File: src/hw/rtl/bfp_pkg.sv
// Shared types and constants for the battery cell fault protector.
// No dependencies; imported by every module of the block.
`default_nettype none

package bfp_pkg;

  localparam int FLG_TEMP  = 0;
  localparam int FLG_VHIGH = 1;
  localparam int FLG_VLOW  = 2;
  localparam int FLG_CIN   = 3;
  localparam int FLG_COUT  = 4;
  localparam int FLG_LOWC  = 5;

  localparam logic [5:0] FAULT_MASK = 6'b011111;

  typedef enum logic [2:0] {
    CFG_TEMP_TRIP      = 3'd0,
    CFG_TEMP_RECOVER   = 3'd1,
    CFG_VHIGH_TRIP     = 3'd2,
    CFG_VHIGH_RECOVER  = 3'd3,
    CFG_VLOW_TRIP      = 3'd4,
    CFG_VLOW_RECOVER   = 3'd5,
    CFG_CURRENT_TRIP   = 3'd6,
    CFG_CURRENT_RETEST = 3'd7
  } cfg_idx_e;

  localparam logic [15:0] RST_TEMP_TRIP      = 16'd6000;
  localparam logic [15:0] RST_TEMP_RECOVER   = 16'd4500;
  localparam logic [15:0] RST_VHIGH_TRIP     = 16'd4200;
  localparam logic [15:0] RST_VHIGH_RECOVER  = 16'd4100;
  localparam logic [15:0] RST_VLOW_TRIP      = 16'd3000;
  localparam logic [15:0] RST_VLOW_RECOVER   = 16'd3200;
  localparam logic [15:0] RST_CURRENT_TRIP   = 16'd10000;
  localparam logic [15:0] RST_CURRENT_RETEST = 16'd8000;

  typedef struct packed {
    logic [15:0] temp_trip;
    logic [15:0] temp_recover;
    logic [15:0] volt_high_trip;
    logic [15:0] volt_high_recover;
    logic [15:0] volt_low_trip;
    logic [15:0] volt_low_recover;
    logic [15:0] current_trip;
    logic [15:0] current_retest_limit;
  } cfg_t;

  typedef struct packed {
    logic [15:0] cell_temperature;
    logic [15:0] cell_voltage;
    logic [15:0] charge_current;
    logic [15:0] discharge_current;
  } meas_t;

  typedef struct packed {
    logic       fault_active;
    logic [5:0] fault_flags;
    logic       discharge_relay_closed;
    logic       charge_relay_closed;
  } result_t;

endpackage

`default_nettype wire

File: src/hw/rtl/bfp_cfg.sv
// Threshold register file, written through the configuration request channel.
// Depends on bfp_pkg.
`default_nettype none

module bfp_cfg
  import bfp_pkg::*;
(
  input  wire logic        clk,
  input  wire logic        rst,
  input  wire logic        cfg_valid,
  output logic             cfg_ready,
  input  wire logic [2:0]  cfg_index,
  input  wire logic [15:0] cfg_data,
  output cfg_t             cfg
);

  assign cfg_ready = 1'b1;

  always_ff @(posedge clk) begin
    if (rst) begin
      cfg.temp_trip            <= RST_TEMP_TRIP;
      cfg.temp_recover         <= RST_TEMP_RECOVER;
      cfg.volt_high_trip       <= RST_VHIGH_TRIP;
      cfg.volt_high_recover    <= RST_VHIGH_RECOVER;
      cfg.volt_low_trip        <= RST_VLOW_TRIP;
      cfg.volt_low_recover     <= RST_VLOW_RECOVER;
      cfg.current_trip         <= RST_CURRENT_TRIP;
      cfg.current_retest_limit <= RST_CURRENT_RETEST;
    end else if (cfg_valid) begin
      unique case (cfg_idx_e'(cfg_index))
        CFG_TEMP_TRIP:      cfg.temp_trip            <= cfg_data;
        CFG_TEMP_RECOVER:   cfg.temp_recover         <= cfg_data;
        CFG_VHIGH_TRIP:     cfg.volt_high_trip       <= cfg_data;
        CFG_VHIGH_RECOVER:  cfg.volt_high_recover    <= cfg_data;
        CFG_VLOW_TRIP:      cfg.volt_low_trip        <= cfg_data;
        CFG_VLOW_RECOVER:   cfg.volt_low_recover     <= cfg_data;
        CFG_CURRENT_TRIP:   cfg.current_trip         <= cfg_data;
        CFG_CURRENT_RETEST: cfg.current_retest_limit <= cfg_data;
        default: ;
      endcase
    end
  end

endmodule

`default_nettype wire

File: src/hw/rtl/bfp_core.sv
// Fault state registers and the single-pass update for one measurement set.
// Depends on bfp_pkg.
`default_nettype none

module bfp_core
  import bfp_pkg::*;
#(
  parameter int TRIGGER_COUNT    = 8,
  parameter int CYCLE_COUNT      = 64,
  parameter int LOW_CURRENT_WARN = 100
) (
  input  wire logic clk,
  input  wire logic rst,
  input  wire logic step,
  input  cfg_t      cfg,
  input  meas_t     meas,
  output result_t   res
);

  localparam int TW  = $clog2(TRIGGER_COUNT + 1);
  localparam int OCW = $clog2(2 * CYCLE_COUNT + 2);
  localparam int CW  = (OCW > TW) ? OCW : TW;

  localparam logic [CW-1:0] TRIG = CW'(TRIGGER_COUNT);
  localparam logic [CW-1:0] CYC  = CW'(CYCLE_COUNT);
  localparam logic [CW-1:0] CYC2 = CW'(2 * CYCLE_COUNT);
  localparam logic [15:0]   LOWC = 16'(LOW_CURRENT_WARN);

  logic [5:0]    flags, flags_next;
  logic [TW-1:0] ot_cnt, ov_cnt, uv_cnt;
  logic [TW-1:0] ot_cnt_next, ov_cnt_next, uv_cnt_next;
  logic [CW-1:0] ci_cnt, co_cnt, ci_cnt_next, co_cnt_next;
  logic          charge_relay, discharge_relay;
  logic          charge_relay_next, discharge_relay_next;
  logic [CW:0]   d_ot, d_ov, d_uv, d_ci, d_co;

  // {hit, count}; count clears when the trigger level is reached
  function automatic logic [CW:0] debounce(input logic [CW-1:0] cnt, input logic cond);
    logic [CW-1:0] n;
    n = cond ? cnt + 1'b1 : ((cnt != '0) ? cnt - 1'b1 : cnt);
    if (n >= TRIG) return {1'b1, {CW{1'b0}}};
    return {1'b0, n};
  endfunction

  always_comb begin
    flags_next           = flags;
    ot_cnt_next          = ot_cnt;
    ov_cnt_next          = ov_cnt;
    uv_cnt_next          = uv_cnt;
    ci_cnt_next          = ci_cnt;
    co_cnt_next          = co_cnt;
    charge_relay_next    = charge_relay;
    discharge_relay_next = discharge_relay;
    d_ot = '0;
    d_ov = '0;
    d_uv = '0;
    d_ci = '0;
    d_co = '0;

    flags_next[FLG_LOWC] = meas.charge_current < LOWC;

    if (!flags_next[FLG_TEMP]) begin
      d_ot = debounce(CW'(ot_cnt),
                      $signed(meas.cell_temperature) > $signed(cfg.temp_trip));
      if (d_ot[CW]) begin
        charge_relay_next    = 1'b0;
        discharge_relay_next = 1'b0;
        flags_next[FLG_TEMP] = 1'b1;
      end
    end else begin
      d_ot = debounce(CW'(ot_cnt),
                      $signed(meas.cell_temperature) < $signed(cfg.temp_recover));
      if (d_ot[CW]) flags_next[FLG_TEMP] = 1'b0;
    end
    ot_cnt_next = d_ot[TW-1:0];

    if (!flags_next[FLG_VHIGH]) begin
      d_ov = debounce(CW'(ov_cnt), meas.cell_voltage > cfg.volt_high_trip);
      if (d_ov[CW]) begin
        charge_relay_next     = 1'b0;
        flags_next[FLG_VHIGH] = 1'b1;
      end
    end else begin
      d_ov = debounce(CW'(ov_cnt), meas.cell_voltage < cfg.volt_high_recover);
      if (d_ov[CW]) flags_next[FLG_VHIGH] = 1'b0;
    end
    ov_cnt_next = d_ov[TW-1:0];

    if (!flags_next[FLG_VLOW]) begin
      d_uv = debounce(CW'(uv_cnt), meas.cell_voltage < cfg.volt_low_trip);
      if (d_uv[CW]) begin
        discharge_relay_next = 1'b0;
        flags_next[FLG_VLOW] = 1'b1;
      end
    end else begin
      d_uv = debounce(CW'(uv_cnt), meas.cell_voltage > cfg.volt_low_recover);
      if (d_uv[CW]) flags_next[FLG_VLOW] = 1'b0;
    end
    uv_cnt_next = d_uv[TW-1:0];

    // charge side over-current, frozen under over-temperature or over-voltage
    if (!flags_next[FLG_VHIGH] && !flags_next[FLG_TEMP]) begin
      if (!flags_next[FLG_CIN]) begin
        d_ci = debounce(ci_cnt, meas.charge_current > cfg.current_trip);
        ci_cnt_next = d_ci[CW-1:0];
        if (d_ci[CW]) begin
          charge_relay_next   = 1'b0;
          flags_next[FLG_CIN] = 1'b1;
        end
      end else begin
        ci_cnt_next = ci_cnt + 1'b1;
        if (ci_cnt_next == CYC) charge_relay_next = 1'b1;
        if (ci_cnt_next > CYC && meas.charge_current > cfg.current_retest_limit) begin
          charge_relay_next = 1'b0;
          ci_cnt_next       = '0;
        end
        if (ci_cnt_next > CYC2) begin
          flags_next[FLG_CIN] = 1'b0;
          ci_cnt_next         = '0;
        end
      end
    end

    // discharge side, frozen under over-temperature or under-voltage
    if (!flags_next[FLG_VLOW] && !flags_next[FLG_TEMP]) begin
      if (!flags_next[FLG_COUT]) begin
        d_co = debounce(co_cnt, meas.discharge_current > cfg.current_trip);
        co_cnt_next = d_co[CW-1:0];
        if (d_co[CW]) begin
          discharge_relay_next = 1'b0;
          flags_next[FLG_COUT] = 1'b1;
        end
      end else begin
        co_cnt_next = co_cnt + 1'b1;
        if (co_cnt_next == CYC) discharge_relay_next = 1'b1;
        if (co_cnt_next > CYC && meas.discharge_current > cfg.current_retest_limit) begin
          discharge_relay_next = 1'b0;
          co_cnt_next          = '0;
        end
        if (co_cnt_next > CYC2) begin
          flags_next[FLG_COUT] = 1'b0;
          co_cnt_next          = '0;
        end
      end
    end

    if (!(flags_next[FLG_TEMP] || flags_next[FLG_VLOW] || flags_next[FLG_COUT]))
      discharge_relay_next = 1'b1;
    if (!(flags_next[FLG_TEMP] || flags_next[FLG_VHIGH] || flags_next[FLG_CIN]))
      charge_relay_next = 1'b1;
  end

  always_ff @(posedge clk) begin
    if (rst) begin
      flags           <= '0;
      ot_cnt          <= '0;
      ov_cnt          <= '0;
      uv_cnt          <= '0;
      ci_cnt          <= '0;
      co_cnt          <= '0;
      charge_relay    <= 1'b1;
      discharge_relay <= 1'b1;
    end else if (step) begin
      flags           <= flags_next;
      ot_cnt          <= ot_cnt_next;
      ov_cnt          <= ov_cnt_next;
      uv_cnt          <= uv_cnt_next;
      ci_cnt          <= ci_cnt_next;
      co_cnt          <= co_cnt_next;
      charge_relay    <= charge_relay_next;
      discharge_relay <= discharge_relay_next;
    end
  end

  assign res.charge_relay_closed    = charge_relay_next;
  assign res.discharge_relay_closed = discharge_relay_next;
  assign res.fault_flags            = flags_next;
  assign res.fault_active           = |(flags_next & FAULT_MASK);

  a_trip_cnt_bound: assert property (@(posedge clk) disable iff (rst)
    CW'(ot_cnt) < TRIG && CW'(ov_cnt) < TRIG && CW'(uv_cnt) < TRIG)
    else $error("debounce counter reached trigger level");

  a_oc_cnt_bound: assert property (@(posedge clk) disable iff (rst)
    ci_cnt <= CYC2 && co_cnt <= CYC2)
    else $error("over-current counter beyond recovery window");

  a_temp_opens: assert property (@(posedge clk) disable iff (rst)
    flags[FLG_TEMP] |-> !charge_relay && !discharge_relay)
    else $error("relay closed under over-temperature");

  a_charge_reclose: assert property (@(posedge clk) disable iff (rst)
    !(flags[FLG_TEMP] || flags[FLG_VHIGH] || flags[FLG_CIN]) |-> charge_relay)
    else $error("charge relay open without a fault");

  a_discharge_reclose: assert property (@(posedge clk) disable iff (rst)
    !(flags[FLG_TEMP] || flags[FLG_VLOW] || flags[FLG_COUT]) |-> discharge_relay)
    else $error("discharge relay open without a fault");

endmodule

`default_nettype wire

File: src/hw/rtl/battery_cell_fault_protector.sv
// Battery cell fault protector: input register, fault core, result register.
// A request is held in the input register, then its result is registered in res_q as m_tvalid rises.
// One request per cycle while m_tready keeps m_tvalid from stalling; bfp_core updates state once per request.
// Synchronous reset: thresholds to defaults, flags and counters clear, relays closed.
// Depends on bfp_pkg, bfp_cfg, bfp_core.
`default_nettype none

module battery_cell_fault_protector
  import bfp_pkg::*;
#(
  parameter int TRIGGER_COUNT    = 8,
  parameter int CYCLE_COUNT      = 64,
  parameter int LOW_CURRENT_WARN = 100
) (
  input  wire logic        clk,
  input  wire logic        rst,
  input  wire logic        s_tvalid,
  output logic             s_tready,
  // [15:0] cell_temperature, [31:16] cell_voltage,
  // [47:32] charge_current, [63:48] discharge_current
  input  wire logic [63:0] s_tdata,
  // [0] op
  input  wire logic [0:0]  s_tuser,
  output logic             m_tvalid,
  input  wire logic        m_tready,
  // [0] charge_relay_closed, [1] discharge_relay_closed,
  // [7:2] fault_flags, [8] fault_active, [15:9] zero
  output logic [15:0]      m_tdata,
  input  wire logic        cfg_valid,
  output logic             cfg_ready,
  input  wire logic [2:0]  cfg_index,
  input  wire logic [15:0] cfg_data
);

  cfg_t    cfg;
  meas_t   meas;
  result_t res, res_q;
  logic    in_valid, advance;

  assign advance  = in_valid && (!m_tvalid || m_tready);
  assign s_tready = !in_valid || !m_tvalid || m_tready;

  always_ff @(posedge clk) begin
    if (rst) begin
      in_valid <= 1'b0;
    end else if (s_tready) begin
      in_valid <= s_tvalid;
    end
  end

  // op carries a single code, so every request is a measurement step
  always_ff @(posedge clk) begin
    if (s_tready && s_tvalid) begin
      meas.cell_temperature  <= s_tdata[15:0];
      meas.cell_voltage      <= s_tdata[31:16];
      meas.charge_current    <= s_tdata[47:32];
      meas.discharge_current <= s_tdata[63:48];
    end
  end

  bfp_cfg u_cfg (
    .clk       (clk),
    .rst       (rst),
    .cfg_valid (cfg_valid),
    .cfg_ready (cfg_ready),
    .cfg_index (cfg_index),
    .cfg_data  (cfg_data),
    .cfg       (cfg)
  );

  bfp_core #(
    .TRIGGER_COUNT    (TRIGGER_COUNT),
    .CYCLE_COUNT      (CYCLE_COUNT),
    .LOW_CURRENT_WARN (LOW_CURRENT_WARN)
  ) u_core (
    .clk  (clk),
    .rst  (rst),
    .step (advance),
    .cfg  (cfg),
    .meas (meas),
    .res  (res)
  );

  always_ff @(posedge clk) begin
    if (rst) begin
      m_tvalid <= 1'b0;
    end else if (advance) begin
      m_tvalid <= 1'b1;
    end else if (m_tready) begin
      m_tvalid <= 1'b0;
    end
  end

  always_ff @(posedge clk) begin
    if (advance) res_q <= res;
  end

  assign m_tdata = {7'd0, res_q};

endmodule

`default_nettype wire
File: config.mk
export PLATFORM = sky130hd
export DESIGN_NAME = battery_cell_fault_protector
export DESIGN_NICKNAME = d
export VERILOG_FILES = /design/src/hw/rtl/bfp_pkg.sv /design/src/hw/rtl/bfp_cfg.sv /design/src/hw/rtl/bfp_core.sv /design/src/hw/rtl/battery_cell_fault_protector.sv
export SDC_FILE = /design/constraint.sdc
export NUM_CORES = 1
export LEC_CHECK = 0
export BUFFER_PORTS_ARGS = -buffer_cell sky130_fd_sc_hd__buf_2
export CAP_MARGIN = 30
export CORE_ASPECT_RATIO = 0.9
export CORE_UTILIZATION = 40
export DETAILED_ROUTE_END_ITERATION = 12
export PLACE_DENSITY = 0.66
export REMOVE_ABC_BUFFERS = 1
export SLEW_MARGIN = 20
export SYNTH_ARGS = -nofsm -noshare
export SYNTH_HDL_FRONTEND = slang
export SYNTH_SLANG_ARGS = --single-unit
File: constraint.sdc
create_clock -name clk -period 9.2 [get_ports clk]
set_input_delay 1.38 -clock clk [delete_from_list [all_inputs] [get_ports clk]]
set_output_delay 1.38 -clock clk [all_outputs]
set_load 0.005 [all_outputs]
==> results of run 1 <==
[worst register-to-register path: cells and delay by family (launching register included)]
| kind | cells | cell delay [ns] |
|---|---|---|
| buf+inv | 1 | 0.14 |
| compound gates | 4 | 1.79 |
| mux | 1 | 0.44 |
| simple gates | 3 | 0.79 |
| fa+ha+maj | 1 | 0.37 |
| flops | 1 | 0.48 |
[Yosys cell counts, drive strengths merged (7+ instances only)]
library cell / number
a211o: 35
a211oi: 20
a21o: 26
a21oi: 183
a31oi: 9
and2: 9
and3: 11
buf: 9
clkbuf: 83
dfxtp: 165
edfxtp: 73
ha: 172
inv: 158
mux2: 8
mux2i: 10
nand2: 259
nand2b: 16
nand3: 28
nand3b: 9
nand4: 35
nor2: 113
nor2b: 18
nor3: 24
nor4: 9
o211ai: 11
o21a: 7
o21ai: 45
or4: 8
[how the worst max path moves through the flow]
stage / start / to / slack [ns] / depth (start not counted)
3_3_place_gp: meas[38] / m_tdata[8] / 5.05 / 10
5_1_grt: meas[38] / m_tdata[8] / 4.75 / 10
2_1_floorplan: m_tready / u_core.ci_cnt[3] / 5.63 / 6
4_1_cts: meas[38] / m_tdata[8] / 4.90 / 10
3_5_place_dp: meas[37] / m_tdata[8] / 4.91 / 10
6_report: meas[38] / m_tdata[8] / 4.94 / 10
[stage by stage]
| stage | power [mW] | std cells | setup WS (ns) | util | hold slack (ns) |
|---|---|---|---|---|---|
| after floorplan | 1.409 | 1567 | 5.632 | - | 0.4303 |
| after global placement | 1.530 | 2137 | 5.047 | 0.4336 | 0.4416 |
| after detailed placement | 1.545 | 2139 | 4.911 | 0.4347 | 0.4476 |
| after CTS | 2.754 | 2188 | 4.896 | 0.4635 | 0.4557 |
| after global routing | 2.846 | 2189 | 4.745 | 0.4641 | 0.4686 |
| final | 2.727 | 2189 | 4.940 | 0.4641 | 0.4518 |
[routing by layer]
layer / track usage / up-vias / share of wire
met5: 0 / - / 0
met4: 0.06015 / 0 / 0.028
met3: 0.02839 / 65 / 0.048
li1: - / 5905 / -
met1: 0.2606 / 5454 / 0.47
met2: 0.3268 / 289 / 0.45
[report_power, final]
| group | switching (mW) | leakage (nW) | total, mW | internal (mW) |
|---|---|---|---|---|
| Combinational | 0.217 | 3.96 | 0.361 | 0.144 |
| Clock | 0.437 | 0.464 | 1.20 | 0.763 |
| Sequential | 0.0373 | 2.05 | 1.16 | 1.13 |
[registers in the layout, indices dropped and copies added, names as in the netlist, 5 cells and up]
register and cells:
m_tdata 9, u_core.co_cnt 8, u_core.ci_cnt 8, meas 64, u_cfg.cfg 128, u_core.flags 5
[kinds of logic (layout without fill, tap and decap cells)]
logic type,after synthesis,in the layout,share of synthesized area
AOI/OAI and AO/OA,400,400,0.1831
xor gates and xnor gates,7,7,0.004333
adders and majority gates,172,172,0.1521
buffers and inverters,250,318,0.07048
DFF,238,238,0.3884
muxes,19,19,0.01503
other,2,8,0.0005307
and+or+nand+nor,565,565,0.1860
[final cells by class]
cell class / instances / area (µm²)
well taps: 462 / 578.1
flip-flops and latches: 238 / 5495
clock inverters: 17 / 299.0
clock buffers: 32 / 694.4
repair buffers: 111 / 623.1
inverters: 158 / 598.1
multi-input cells: 1171 / 7692
fillers: 3343 / 18450
==> results.md, run 1 <==
- Status: completed
- Worst Hold Depth: 2
- Crit path max fanout: 6
- Placeable core area: around 34000 µm²
- Vias in the first global route: ~11000
- Setup TNS: 0 ns
- Post-route ant nets: 0
- Max Cap Viol: 0
- Pwr Density: between 150 and 200 nW/µm²
- First-pass GRT wire length: about 57 mm
- Post-route cell area: about 16000 µm²
- CP Cell Sequence: ha_1 > nand4_1 > o311a_1 > o21ai_0 > mux2_2 > a21boi_2 > inv_1 > o21ai_0 > nand2_1 > or4b_1
- Initial antenna violation count: 0
- CP Buf/Inv Count: 1
- Hold path startpoint: u_cfg.cfg[84]
- CTS tree: built
- Leak: ~6.5 nW
- Layout area overhead: 12.94%
- CTS Buffer Depth: 3
- Critical-path top delay cell: o21ai_0
- Fraction of synthesized cell area taken by the top area cell type: 0.2334
- R2R depth: 10
- Clock Latency Late Sink: 0.53 ns
- Most frequent cells in the layout: 259 x nand2_1, 183 x a21oi_1, 172 x ha_1
- RSZ-0062 raised after global routing: false
- VDD IR max: ~0.16 mV
- Pin count of the biggest net entering global routing: 70
- HP Class: flip-flop to flip-flop
- Gp weighted congestion: a little under 0.9
- Die height: around 180 µm
- Total GRT Usage: 0.1957
- Final hold vios: 0
- CTS buffer count: 27
- DP HPWL: 26.42 mm
- Drt pass-1 iters: 6
- Warnings from Yosys: 0
- RR Endpoint: m_tdata[8]
- Startpoint types: flip-flop
- Antenna diodes: 0
- # rows: 64
- Final nets: 1968
- Fmax: roughly 230 MHz
- Syn_area_per_cell: about 8.6 µm²
- Share of cells above drive strength 1: 0.1089
- Initial DRC Count: approximately 730
- WS Path Type: flip-flop to flip-flop
- DRT Wirelength: approximately 36 mm
- Worst Max-Slew Pin Slew: 0.9670 ns
- H-tree depth: 1
- Top_reg_cell synth: dfxtp_1
- Crit path largest cell delay: between 0.7 and 0.8 ns
- Vias/cell: between 5 and 6
- Cells after Synth: 1653
- Area leader, netlist: dfxtp_1
- Die Wd: between 200 and 250 µm
- Required @ worst endpoint: 9.47 ns
- Fin crit share: 0.4630
- Mapped cell area: roughly 14000 µm²
- Synth Register Bits: roughly 240
- DP Area: around 15000 µm²
- Final setup viols: 0
- Clock-pin slew on the worst setup and hold paths: approximately 0.06 ns
- Commonest non-fill, non-tap cell in the layout: nand2_1
- Synth cell types: 79
- CP endpoint kind: flip-flop
- Post-CTS Setup Inserts: 0
- CTS Hold Buffers Added: 0
- CTS resizes: 0
- Worst clock skew: ~0.0092 ns
- Number of clock sinks: between 200 and 250
- Die ar.: between 30000 and 40000 µm²
- Reg2reg start: meas[38]
- GRT overflow: 0
- # port buffers: just under 100
- Routed len/inst: approximately 16 µm
- Setup slack, reg-to-reg: ~5 ns
- Tmin final: about 4.3 ns
- Most frequent CP cell: o21ai_0
- Delay-heaviest family, CP: compound AO/OA/AOI/OAI gates
- Post-synth EDFFs: 73
- Main area contributors after synthesis: dfxtp_1 23%, edfxtp_1 15%, ha_1 15%
- DRC Markers: 0
- Fin. max-slew vios: 0
- Seq/Total Area, Yosys: 0.3884
- Initial Utilization: 0.4109
- # IOs: ~110
- Crit path DAT: ~4.5 ns
- Vias: about 12000
- Ys async rst share: 0
- Min-Delay Endpoint: u_cfg.cfg[84]
- Root Buffer: clkbuf_16
- Max_slew headroom: 0.3485
Note: power is estimated with default switching activity, not from simulation.
==> run 2, diff against run 1 <==
--- a/config.mk
+++ b/config.mk
@@ -10,7 +10,7 @@
 export CORE_ASPECT_RATIO = 0.9
 export CORE_UTILIZATION = 40
 export DETAILED_ROUTE_END_ITERATION = 12
-export PLACE_DENSITY = 0.66
+export PLACE_DENSITY = 0.68
 export REMOVE_ABC_BUFFERS = 1
 export SLEW_MARGIN = 20
 export SYNTH_ARGS = -nofsm -noshare
==> constraint.sdc (replaced) <==
create_clock -name clk -period 3.7 [get_ports clk]
set_input_delay 0.555 -clock clk [delete_from_list [all_inputs] [get_ports clk]]
set_output_delay 0.555 -clock clk [all_outputs]
set_load 0.005 [all_outputs]
==> run 2 against run 1 <==
Compared with the run above:
- worst hold slack got worse by 0.29 ns
- clock power rose by 120%
- die area did not move
- register-to-register slack got worse by 4.8 ns
- global-route usage rose by 0.29 points
- clock skew rose by 0.014 ns
- power rose by 140%
- non-clock buffer count rose by 28
- combinational power rose to 2.6 times the previous value
- fmax rose by 20%
- sequential share of layout area fell by 0.38 points
- critical path type unchanged
- critical endpoint is now u_core.ci_cnt[3]
==> results.md, run 2 (synthesized netlist as in run 1, its figures left out) <==
- CTS Buffer Depth: 3
- Initial Utilization: 0.4109
- Total GRT Usage: 0.1986
- VDD IR max: approximately 0.35 mV
- Setup TNS: 0 ns
- Hold slack: approximately 0.16 ns
- Vias: ~12000
- GR Util met3: 0.02694
- Fin crit share: 0.9603
- Tot Pwr: about 6.5 mW
- Placeable core area: between 30000 and 40000 µm²
- Tmin final: between 3 and 4 ns
- Fmax: 281.5 MHz
- Gp weighted congestion: between 0.8 and 0.9
- # IOs: 108
- Switching share of power: 0.2678
- Final hold vios: 0
- Clock-pin slew on the worst setup and hold paths: approximately 0.060 ns
- # rows: 64
- Final nets: between 1500 and 2000
- Fin. max-slew vios: 0
- Met2 Usage GRT: 0.3279
- Crit path DAT: between 4 and 5 ns
- DP HPWL: between 20 and 30 mm
- Max_slew headroom: 0.3386
- Clock Latency Late Sink: ~0.57 ns
- Status: completed
- H-tree depth: 1
- Clock share of power: 0.409
- First-pass GRT wire length: 58.23 mm
- Top reg by flops: u_cfg.cfg
- Leak: around 6.6 nW
- # port buffers: 98
- Layout area overhead: 14.19%
- Met1 GRT Util: 0.2684
- Crit path max fanout: 10
- Startpoint types: flip-flop
- Share of cells above drive strength 1: 0.1268
- CTS tree: built
- Sw Pwr: between 1.5 and 2 mW
- Worst clock skew: between 0.02 and 0.025 ns
- Drt pass-1 iters: 5
- Initial antenna violation count: 0
- Routed len/inst: between 15 and 20 µm
- Vias/cell: 5.368
- Required @ worst endpoint: 4.20 ns
- Root Buffer: clkbuf_16
- Max reg flops: 128
- Vias in the first global route: between 10000 and 15000
- Total internal power: approximately 4.8 mW
- CP endpoint kind: flip-flop
- Final setup viols: 0
- CTS buffer count: 28
- Max Cap Viol: 0
- HP Class: input pin to flip-flop
- Fill cells: between 3000 and 4000
- Setup slack, reg-to-reg: about 0.15 ns
- Commonest non-fill, non-tap cell in the layout: nand2_1
- Flop pwr share: 0.446
- Initial DRC Count: between 800 and 900
- DRT Wirelength: about 37 mm
- DRC Markers: 0
- Die ar.: around 36000 µm²
- Die height: 180.4 µm
- Post-route ant nets: 0
- Number of clock sinks: between 200 and 250
- Antenna diodes: 0
- Worst Max-Slew Pin Slew: 0.9921 ns
- Grt peak-use layer: met2
- CTS Hold Buffers Added: 0
- Pin count of the biggest net entering global routing: 83
- RSZ-0062 raised after global routing: false
- WS Path Type: flip-flop to flip-flop
- Die Wd: between 200 and 250 µm
- Comb pwr share: 0.145
- Most frequent cells in the layout: 259 x nand2_1, 183 x a21oi_1, 168 x ha_1
- Pwr Density: approximately 400 nW/µm²
- GRT overflow: 0
[run 2: cell count changes in the layout (fill, tap and decap cells not counted), sizes merged]
cell / change
buf: +28
bufinv: -8
clkbuf: +12
clkinv: +2
clkinvlp: -4
inv: +1
[run 2: power groups by stage]
stage	Clock [mW]	Combinational [mW]	Sequential, mW
after global placement	0	0.890	2.95
after CTS	2.72	0.929	2.90
after detailed placement	0	0.921	2.95
final	2.65	0.942	2.90
after floorplan	0	0.587	2.92
after global routing	2.81	1.06	2.91
[run 2: cell type report]
cell class / count / area (µm²) / area share
multi-input cells: 1171 / 7761 / 0.4803
clock inverters: 8 / 53.80 / 0.003330
flip-flops and latches: 238 / 5495 / 0.3401
clock buffers: 44 / 842.1 / 0.05211
inverters: 158 / 598.1 / 0.03701
well taps: 462 / 578.1 / 0.03578
repair buffers: 139 / 829.5 / 0.05134
[run 2: worst paths after layout]
path                      start               end  cells past startpoint
setup / recovery       meas[62]  u_core.ci_cnt[3]                     10
hold / removal      s_tdata[22]          meas[38]                      1
setup reg to reg       meas[62]  u_core.ci_cnt[3]                     10
hold reg to reg   u_cfg.cfg[75]     u_cfg.cfg[75]                      2
[run 2: timing repair]
| item | CTS | global route |
|---|---|---|
| endpoints found under the hold margin | 0 | 0 |
| setup buffers | 0 | 1 |
| resized for setup | 0 | 11 |
| endpoints found under the setup margin | 0 | 7 |
[run 2: critical path, stage by stage, from the launching register on]
cell and delay [ns]:
edfxtp_1 0.44, ha_4 0.30, nand4_2 0.12, or4_4 0.56, o2111a_2 0.33, or4_4 0.54, o211ai_4 0.14, buf_4 0.21
nand3_2 0.18, or4_1 0.54, a21oi_1 0.15
[run 2: per-stage QoR]
step | instance area, µm² | worst slack [ns] | std cells | util
after floorplan | 13770 | 0.1681 | 1567 | -
after global placement | 15150 | 0.07657 | 2164 | 0.4399
after detailed placement | 15170 | 0.01394 | 2166 | 0.4404
after CTS | 16060 | 0.02941 | 2218 | 0.4665
after global routing | 16160 | 0.003767 | 2220 | 0.4693
final | 16160 | 0.1470 | 2220 | 0.4693
[run 2: metal layers]
metal  vias to the layer above  wire length, µm  part of all wire
met5                         -                0                 0
li1                       5976                -                 -
met4                         0              998             0.027
met3                        66             1548             0.042
met2                       282            16720              0.46
met1                      5594            17350              0.47
==> run 3, diff against run 2 <==
==> constraint.sdc (replaced) <==
create_clock -name clk -period 3.01 [get_ports clk]
set_input_delay 0.4515 -clock clk [delete_from_list [all_inputs] [get_ports clk]]
set_output_delay 0.4515 -clock clk [all_outputs]
set_load 0.005 [all_outputs]
==> run 3 against run 2 <==
Compared with the run above:
- the run now ends with negative setup slack left
- sequential share of layout area fell by 2.5 points
- clock skew fell by 0.0064 ns
- die area did not move
- critical path depth did not move
- core utilization rose by 3.8 points
- worst hold slack got worse by 0.092 ns
- sequential cell count did not move
- non-clock buffer count rose by 120
==> results.md, run 3 (synthesized netlist as in run 1, its figures left out) <==
- Top reg by flops: u_cfg.cfg
- Commonest non-fill, non-tap cell in the layout: nand2_1
- Fill cells: approximately 3200
- Die ar.: 36130 µm²
- WS Path Type: flip-flop to flip-flop
- # rows: 64
- DRT Wirelength: a little under 40 mm
- Final nets: about 2100
- Final core occ: 0.5072
- Max_slew headroom: 0.4589
- Leak: a little over 7 nW
- HP Class: input pin to flip-flop
- Worst Hold Depth: 1
- Routed len/inst: 16.75 µm
- Antenna diodes: 0
- Final setup viols: 25
- Gp weighted congestion: ~0.89
- Root Buffer: clkbuf_16
- Min-Delay Endpoint: meas[42]
- CTS tree: built
- Critical-path top delay cell: or4_4
- Layout area overhead: 23.41%
- R2R depth: 10
- Fin. max-slew vios: 0
- Max Cap Viol: 0
- Clock-pin slew on the worst setup and hold paths: about 0.06 ns
- Worst Max-Slew Pin Slew: 0.8093 ns
- PnR worst setup slack: -0.4517 ns
- Vias in the first global route: 12220
- Crit path largest cell delay: about 0.54 ns
- Max reg flops: 128
- CP endpoint kind: flip-flop
- Number of clock sinks: between 200 and 250
- Crit path max fanout: 4
- RR Endpoint: m_tdata[8]
- Tmin final: 3.462 ns
- Placeable core area: about 34000 µm²
- CP Buf/Inv Count: 1
- Crit path DAT: around 3.8 ns
- Final hold vios: 0
- VDD IR max: between 0.4 and 0.5 mV
- Share of cells above drive strength 1: 0.2064
- Initial antenna violation count: 0
- Status: finished, violations left
- Fmax: between 200 and 300 MHz
- Required @ worst endpoint: 3.30 ns
- Register area: between 5000 and 6000 µm²
- Reg2reg start: meas[59]
- Pin count of the biggest net entering global routing: 58
- Setup slack, reg-to-reg: -0.45 ns
- DP HPWL: 28.40 mm
- Tot Pwr: 8.289 mW
- Pwr Density: 474.6 nW/µm²
- CTS Hold Buffers Added: 0
- Setup TNS: -7.308 ns
- Initial DRC Count: around 840
- CTS Buffer Depth: 3
- Total GRT Usage: 0.2121
- Vias/cell: roughly 5.4
- Violated checks: negative setup slack
- Fin crit share: 1.150
- Post-route ant nets: 0
- # IOs: 108
- Initial Utilization: 0.4109
- CP Cell Sequence: ha_4 > nand4_1 > or4_4 > o2111a_2 > or4_4 > o211ai_4 > inv_6 > o41ai_4 > nor2_2 > or4b_1
- First-pass GRT wire length: 62.25 mm
- Most frequent cells in the layout: 259 x nand2_1, 170 x a21oi_1, 166 x ha_1
- Drt pass-1 iters: 5
- RSZ-0062 raised after global routing: true
- # port buffers: about 100
- DRC Markers: 0
- Die height: about 180 µm
- Multi-input gate area: roughly 8100 µm²
- Vias: between 10000 and 15000
- Crit path launch: meas[59]
- Delay-heaviest family, CP: simple AND/OR/NAND/NOR gates
- CTS buffer count: 27
- GRT overflow: 0
- Die Wd: about 200 µm
- Hold path startpoint: s_tdata[26]
- Startpoint types: flip-flop
- Clock Latency Late Sink: about 0.55 ns
- H-tree depth: 1
- Worst clock skew: 0.01685 ns
- Most frequent CP cell: or4_4
==> run 3: cell count changes in the layout (fill, tap and decap cells not counted), moves of 6 or more <==
cell     previous run  this run
a21oi_1           183       170
a21oi_2             0        13
buf_4              39       143
buf_6               1        14
o21ai_0            43        32
o21ai_1             2         8
==> run 3: layer usage <==
layer | GRT usage | up-vias | share of wire
met5 | 0 | - | 0
met4 | 0.06076 | 0 | 0.025
met2 | 0.3640 | 341 | 0.48
met1 | 0.2767 | 6073 | 0.45
met3 | 0.03020 | 70 | 0.048
li1 | - | 6202 | -
==> run 3: worst max path at each step <==
stage | endpoint | slack [ns] | depth (start not counted)
6_report | m_tdata[8] | -0.45 | 10
5_1_grt | m_tdata[8] | -0.58 | 13
4_1_cts | m_tdata[8] | -0.45 | 10
3_5_place_dp | m_tdata[8] | -0.62 | 10
3_3_place_gp | m_tdata[8] | -0.54 | 10
2_1_floorplan | m_tdata[8] | -0.52 | 10
==> run 3: stage by stage <==
| stage | instances | setup slack [ns] | instance area, µm² | hold slack (ns) |
|---|---|---|---|---|
| floorplan | 1567 | -0.5219 | 13770 | 0.4303 |
| global placement | 2259 | -0.5432 | 15890 | 0.4408 |
| detailed placement | 2259 | -0.6216 | 15890 | 0.4465 |
| CTS | 2325 | -0.4543 | 17130 | 0.05074 |
| global route | 2337 | -0.5759 | 17460 | 0.05846 |
| finish | 2337 | -0.4517 | 17460 | 0.07151 |
==> run 3: area by class of cell <==
class / count / share of cell area
multi-input combinational: 1171 / 0.4639
sequential: 238 / 0.3147
timing repair buffer: 259 / 0.1040
clock buffer: 40 / 0.04442
inverter: 158 / 0.03425
tap: 462 / 0.03310
clock inverter: 9 / 0.005589
==> run 3: timing repair <==
item,in CTS,in global routing
pin swaps,36,19
resized for setup,47,53
endpoints found under the hold margin,0,0
buffers inserted,19,12
setup endpoints to repair,28,31
==> run 3: report_power, final <==
part	leakage [nW]	switching [mW]	internal (mW)
Combinational	4.75	0.784	0.663
Sequential	2.05	0.107	3.45
Clock	0.423	1.34	1.95
Total	7.22	2.23	6.06
==> run 3: worst reg2reg max path, delay by kind of cell (launching register included) <==
| kind | cells | cell delay (ns) |
|---|---|---|
| AOI/OAI and AO/OA | 3 | 0.71 |
| adders and majority gates | 1 | 0.30 |
| buffers and inverters | 1 | 0.06 |
| DFF | 1 | 0.44 |
| and+or+nand+nor | 5 | 1.70 |
